<file path="config.mk">
export PLATFORM = sky130hd
export DESIGN_NAME = scr_isqrt
export DESIGN_NICKNAME = d
export VERILOG_FILES = /design/src/rtl/core/scr_pkg.sv /design/src/rtl/core/scr_isqrt.sv
export SDC_FILE = /design/constraint.sdc
export NUM_CORES = 2
export LEC_CHECK = 0
export BUFFER_PORTS_ARGS = -buffer_cell sky130_fd_sc_hd__buf_4
export CORE_MARGIN = 2
export CORE_UTILIZATION = 65
export CTS_BUF_LIST = sky130_fd_sc_hd__clkbuf_2
export DETAILED_ROUTE_END_ITERATION = 16
export PLACE_DENSITY = 0.94
export REMOVE_ABC_BUFFERS = 1
export SKIP_CTS_REPAIR_TIMING = 1
export SLEW_MARGIN = 0
export SYNTH_ARGS = -nofsm -noshare
export SYNTH_HDL_FRONTEND = slang
export SYNTH_MEMORY_MAX_BITS = 65536
export SYNTH_SLANG_ARGS = --single-unit
export TNS_END_PERCENT = 20
</file>
<file path="constraint.sdc">
create_clock -name clk -period 6.6 [get_ports clk]
set_input_delay 0.66 -clock clk [delete_from_list [all_inputs] [get_ports clk]]
set_output_delay 0.66 -clock clk [all_outputs]
set_load 0.01 [all_outputs]
</file>
<file path="src/rtl/core/scr_pkg.sv">
package scr_pkg;

    localparam int XW = 32;  // coordinate width
    localparam int RW = 31;  // radius width
    localparam int WW = 80;  // wide working width for rounding and clamping

    localparam logic signed [WW-1:0] SAT_HI = WW'(2147483647);
    localparam logic signed [WW-1:0] SAT_LO = ~SAT_HI;

    typedef enum logic [1:0] {
        CFG_CENTER_X = 2'd0,
        CFG_CENTER_Y = 2'd1,
        CFG_CENTER_Z = 2'd2,
        CFG_RADIUS   = 2'd3
    } cfg_idx_t;

    typedef logic signed [XW-1:0] coord_t;

    // per particle data that rides along the pipeline
    typedef struct packed {
        coord_t [2:0]          pos;
        coord_t [2:0]          vel;
        logic   [2:0][XW-1:0]  mag;
        logic   [2:0]          neg;
        logic   [XW-1:0]       rs;
        logic                  touch;
    } sb_t;

    // shift right with rounding half away from zero
    function automatic logic signed [WW-1:0] round_shr(input logic signed [WW-1:0] x,
                                                       input int unsigned s);
        logic [WW-1:0] m;
        logic [WW-1:0] q;
        m = x[WW-1] ? (~x + WW'(1)) : x;
        q = (m + (WW'(1) << (s - 1))) >> s;
        return x[WW-1] ? -$signed(q) : $signed(q);
    endfunction

    function automatic coord_t sat32(input logic signed [WW-1:0] x);
        logic signed [WW-1:0] y;
        y = x;
        if (x > SAT_HI)
        begin
            y = SAT_HI;
        end
        if (x < SAT_LO)
        begin
            y = SAT_LO;
        end
        return y[XW-1:0];
    endfunction

endpackage

</file>
<file path="src/rtl/core/scr_isqrt.sv">
module scr_isqrt
    import scr_pkg::*;
(
    input  logic        clk,
    input  logic        en,
    input  logic [63:0] val,
    output logic [31:0] root
);

    localparam int STAGES = 32;
    localparam int REMW   = 34;

    logic [REMW-1:0] rem_reg  [STAGES];
    logic [31:0]     root_reg [STAGES];
    logic [63:0]     val_reg  [STAGES];

    // one root bit per stage, two radicand bits consumed per stage
    for (genvar j = 0; j < STAGES; j++)
    begin : g_stage
        logic [REMW-1:0] rem_in;
        logic [31:0]     root_in;
        logic [63:0]     val_in;
        logic [REMW+1:0] rem_sh;
        logic [REMW+1:0] trial;

        if (j == 0)
        begin : g_first
            assign rem_in  = '0;
            assign root_in = '0;
            assign val_in  = val;
        end
        else
        begin : g_next
            assign rem_in  = rem_reg[j-1];
            assign root_in = root_reg[j-1];
            assign val_in  = val_reg[j-1];
        end

        assign rem_sh = {rem_in, val_in[63:62]};
        assign trial  = {2'b00, root_in, 2'b01};

        always_ff @(posedge clk)
        begin
            if (en)
            begin
                if (rem_sh >= trial)
                begin
                    rem_reg[j]  <= REMW'(rem_sh - trial);
                    root_reg[j] <= {root_in[30:0], 1'b1};
                end
                else
                begin
                    rem_reg[j]  <= rem_sh[REMW-1:0];
                    root_reg[j] <= {root_in[30:0], 1'b0};
                end
                val_reg[j] <= {val_in[61:0], 2'b00};
            end
        end
    end

    assign root = root_reg[STAGES-1];

endmodule

</file>
* Yosys cells after proc, flatten, opt, wreduce, memory -nomap -nowiden
Memories as Yosys holds them, arrays and structs flattened.
Index checks and enable logic that the tools add are counted.
** Operators by class
- Bitwise logic cells :: 64
- $add $sub $neg :: 32
- Multiplexer cells :: 258
- Magnitude comparators :: 32
** Operators with widths (count)
- greater-or-equal comparator 36 x 34 -> 1 bit :: 31
- 2-to-1 mux 34 bit :: 32
- subtractor 34 bit :: 31
- 2-to-1 mux 32 bit :: 32
- 2-to-1 mux 1 bit :: 194
- OR 1 bit :: 64
- subtractor 2 x 1 -> 3 bit, second input constant :: 1
- greater-or-equal comparator 2 x 1 -> 1 bit, second input constant :: 1
** Word-level totals
- Input bits :: 66
- Output and inout bits :: 32
- Bits in registers :: 0
- Memories :: 3
- Logic and storage cells :: 389
- RAM bits :: 4096
** Memory list
- val_reg :: words 32, width 62, rd ports 31, clocked after Yosys merged registers in 0, wr ports 32, line scr_isqrt.sv:15 : logic [63:0] val_reg [STAGES];
- rem_reg :: words 32, width 34, rd ports 31, clocked after Yosys merged registers in 0, wr ports 32, line scr_isqrt.sv:13 : logic [REMW-1:0] rem_reg [STAGES];
- root_reg :: words 32, width 32, rd ports 32, clocked after Yosys merged registers in 0, wr ports 32, line scr_isqrt.sv:14 : logic [31:0] root_reg [STAGES];

* Longest topological paths before layout
An unclocked memory read counts as a cell.
- Depth in word-level cells :: 6
- Gate-level depth with buffers :: 14
- Gate-level depth less buffers :: 13

* Least setup slack after synthesis
OpenSTA, ideal clock, no wires.
- Kind :: input -> register
- Start point :: in en
- End point :: mem rem_reg[26][0] (netlist: rem_reg[1][340]), enable pin
- Setup slack :: 2.570 ns
- Cell stages on the path :: 6
- Library setup time :: 0.440 ns
- Data arrival time :: 3.590 ns
- Cell sequence :: clkbuf_1 -> clkbuf_1 -> clkbuf_1 -> clkbuf_1 -> clkbuf_1 -> clkbuf_1
** RTL lines
- start: declaration :: line scr_isqrt.sv:5 : input logic en,
- end: declaration :: line scr_isqrt.sv:13

==> impl_metrics.env <==
export IMPL_finClkSkew_ns=0.229
export IMPL_die_w_um=429
export IMPL_final_cells=12600
export IMPL_critical_path_max_stage_delay_ns=0.61
export IMPL_cts_tree="yes"
export IMPL_crit_start="root_reg[0][352]"
export IMPL_finalWirelength_um=262000
export IMPL_cp_common_cell="o21ai_0"
export IMPL_htree_levels=6
export IMPL_grt_remaining_overflow=0
export IMPL_drtIter0Drc=8400
export IMPL_hold_slack_ns=0.281
export IMPL_core_area_um2=179000
export IMPL_fmax_mhz=218
export IMPL_grt_setup_unrepaired="false"
export IMPL_vias=76600
export IMPL_track_usage=0.269
export IMPL_boundaryPins=98
export IMPL_n_fill_cell=11500
export IMPL_place_congestion=0.948
export IMPL_cp_max_fo=18
export IMPL_timing_rr_start="root_reg[0][352]"
export IMPL_status="completed"
export IMPL_netlist_area_leader_share=0.646
export IMPL_worstPathArrival_ns=6.26
export IMPL_largest_register_ffs=1003
export IMPL_drv_slew=0
export IMPL_nets=10500
export IMPL_clockBufferDepth=4
export IMPL_cts_sinks=2523
export IMPL_synthFlopType="edfxtp_1"
export IMPL_drt_pre_antenna_iters=7
export IMPL_yosys_warnings=0
export IMPL_ir_drop_mv=0.218
export IMPL_finalPower_mw=41.8
export IMPL_wl_per_cell_um=20.7
export IMPL_r2r_end="rem_reg[0][440]"
export IMPL_dpl_cell_count=11400
export IMPL_ant_nets=0
export IMPL_cpMaxStageDelayCell="and2_1"
export IMPL_yosysMostFrequentCell="edfxtp_1"
export IMPL_syn_area_um2=117000
export IMPL_drc=0
export IMPL_syn_inst=9054
export IMPL_yosysSeqAreaShare=0.646
export IMPL_via_per_inst=6.06
export IMPL_regArea_um2=75800
export IMPL_crit_buf_inv=2
export IMPL_clockRootBuffer="clkbuf_2"
export IMPL_path_depth=13
export IMPL_utilization=0.717
export IMPL_power_density_nw_per_um2=326
export IMPL_grt_max_degree=193
export IMPL_maxSlewHeadroom=0.129
export IMPL_die_h_um=429
export IMPL_required_ns=8.27
export IMPL_startpoint_type="flip-flop"
export IMPL_clkLatencyLatePin_ns=1.91
export IMPL_layout_drive_gt1_share=0.121
export IMPL_worst_pin_slew_ns=1.31
export IMPL_finalSetupViolCount=0
export IMPL_post_route_period_util=0.695
export IMPL_cap_violations=0
export IMPL_path_cells="inv_1 > ha_1 > nor2b_1 > o21ai_0 > a21oi_1 > o21ai_0 > a211oi_1 > o21bai_1 > and2_1 > inv_1 > o21ai_0 > nor3_1 > xor2_1"
export IMPL_yosys_top_cells_count="edfxtp_1 (2522), nand2_1 (710), inv_1 (701), o21ai_0 (570), ha_1 (563)"
export IMPL_synth_area_leaders="edfxtp_1 (65%), ha_1 (6.0%), xor2_1 (3.3%), xnor2_1 (3.0%), o21ai_0 (2.4%)"
export IMPL_io_buffers=97
export IMPL_r2r_cells=13
export IMPL_power_leakage_nw=50.2
export IMPL_setup_reg_to_reg_worst_slack_ns=2.02
export IMPL_setup_tns_ns=0
export IMPL_multi_input_area_um2=38200
export IMPL_ys_ff_latch=2523
export IMPL_critical_path_top_delay_family="compound AO/OA/AOI/OAI gates"
export IMPL_min_path_type="reg2reg"
export IMPL_synth_edf_count=2522
export IMPL_finalHoldViolCount=0
export IMPL_yosysTopAreaCell="edfxtp_1"
export IMPL_hpwl_um=173000
export IMPL_cp_end_kind="flip-flop"
export IMPL_endpoint="rem_reg[0][440]"
export IMPL_grt_pass1_vias=75200
export IMPL_cts_reportedPaths_clkPinSlew_ns=0.10
export IMPL_avgSynthCellArea_um2=12.9
export IMPL_synth_cell_types=90
export IMPL_syn_to_final_growth_pct=9.43
export IMPL_core_rowCount=155
export IMPL_path_class="reg2reg"
export IMPL_cts_buffers=631
export IMPL_synthArstFlopShare=0
export IMPL_die_area_um2=184000
export IMPL_start_util=0.655
export IMPL_grt_pass1_wl_um=395000
export IMPL_layout_min_cycle_time_ns=4.58
export IMPL_grt_antenna_before_repair=6
layout by cell type (no fill, tap or decap), types with 125 or more instances in the layout:
| master | netlist | routed |
|---|---|---|
| nor4_1 | 125 | 125 |
| clkbuf_2 | 1 | 873 |
| a21oi_1 | 460 | 460 |
| buf_4 | 3 | 148 |
| xor2_1 | 445 | 445 |
| dlygate4sd3_1 | 0 | 194 |
| nor3_1 | 234 | 233 |
| ha_1 | 563 | 563 |
| inv_1 | 701 | 701 |
| nor2_1 | 485 | 484 |
| nand2b_1 | 133 | 133 |
| xnor2_1 | 396 | 396 |
| nand2_1 | 710 | 710 |
| a21o_1 | 237 | 237 |
| nand3_1 | 137 | 137 |
| o21ai_0 | 570 | 569 |
| edfxtp_1 | 2522 | 2522 |
cell type report:
class | count | area share
flip-flops and latches | 2523 | 0.591
repair buffers | 350 | 0.0252
well taps | 2355 | 0.0230
clock buffers | 873 | 0.0341
diodes | 8 | 0.000156
clock inverters | 176 | 0.00845
inverters | 702 | 0.0205
multi-input cells | 5653 | 0.298
power breakdown:
group	switching (mW)	internal [mW]
clock	6.34	4.06
combinational	5.58	4.03
sequential	1.42	20.3
cells by family (layout without fill, tap and decap cells):
group,count (synthesis),after routing,synth area share
AO/OA/AOI/OAI,1753,1753,0.0920
XOR/XNOR,841,841,0.0629
adder cells (fa/ha/maj),563,563,0.0601
buffers and inverters,878,2101,0.0283
flip-flops,2523,2523,0.646
multiplexers,69,69,0.00647
other,0,8,0
AND/OR/NAND/NOR,2427,2427,0.104
metrics by stage:
stage               area (um2)  setup WS [ns]
global route            128000           1.82
floorplan               116000          0.676
global placement        121000           2.23
CTS                     126000           2.14
detailed placement      121000           2.13
finish                  128000           2.02
per-layer routing:
metal	track usage	wire, um
met1	0.349	103000
met2	0.446	128000
met3	0.0484	19300
met4	0.116	11700
met5	0	13
worst min path at each step:
stage,start,end,slack (ns),cells after the start
after global routing,val[62],rem_reg[0][0],0.22,5
after floorplan,val_reg[0][36],val_reg[0][100],0.40,0
final,val_reg[1][425],val_reg[1][489],0.28,0
after global placement,val_reg[0][155],val_reg[0][219],0.40,0
after CTS,val[51],val_reg[0][51],-1.38,1
after detailed placement,val_reg[0][68],val_reg[0][132],0.40,0
worst reg2reg max path: cells and delay by family (launching register included):
kind	cells	cell delay [ns]
AO/OA/AOI/OAI	6	1.89
AND/OR/NAND/NOR	3	0.93
buffers and inverters	2	0.53
flip-flops	1	0.47
adder cells (fa/ha/maj)	1	0.35
XOR/XNOR	1	0.18
Power figures use the tool's default switching activity.
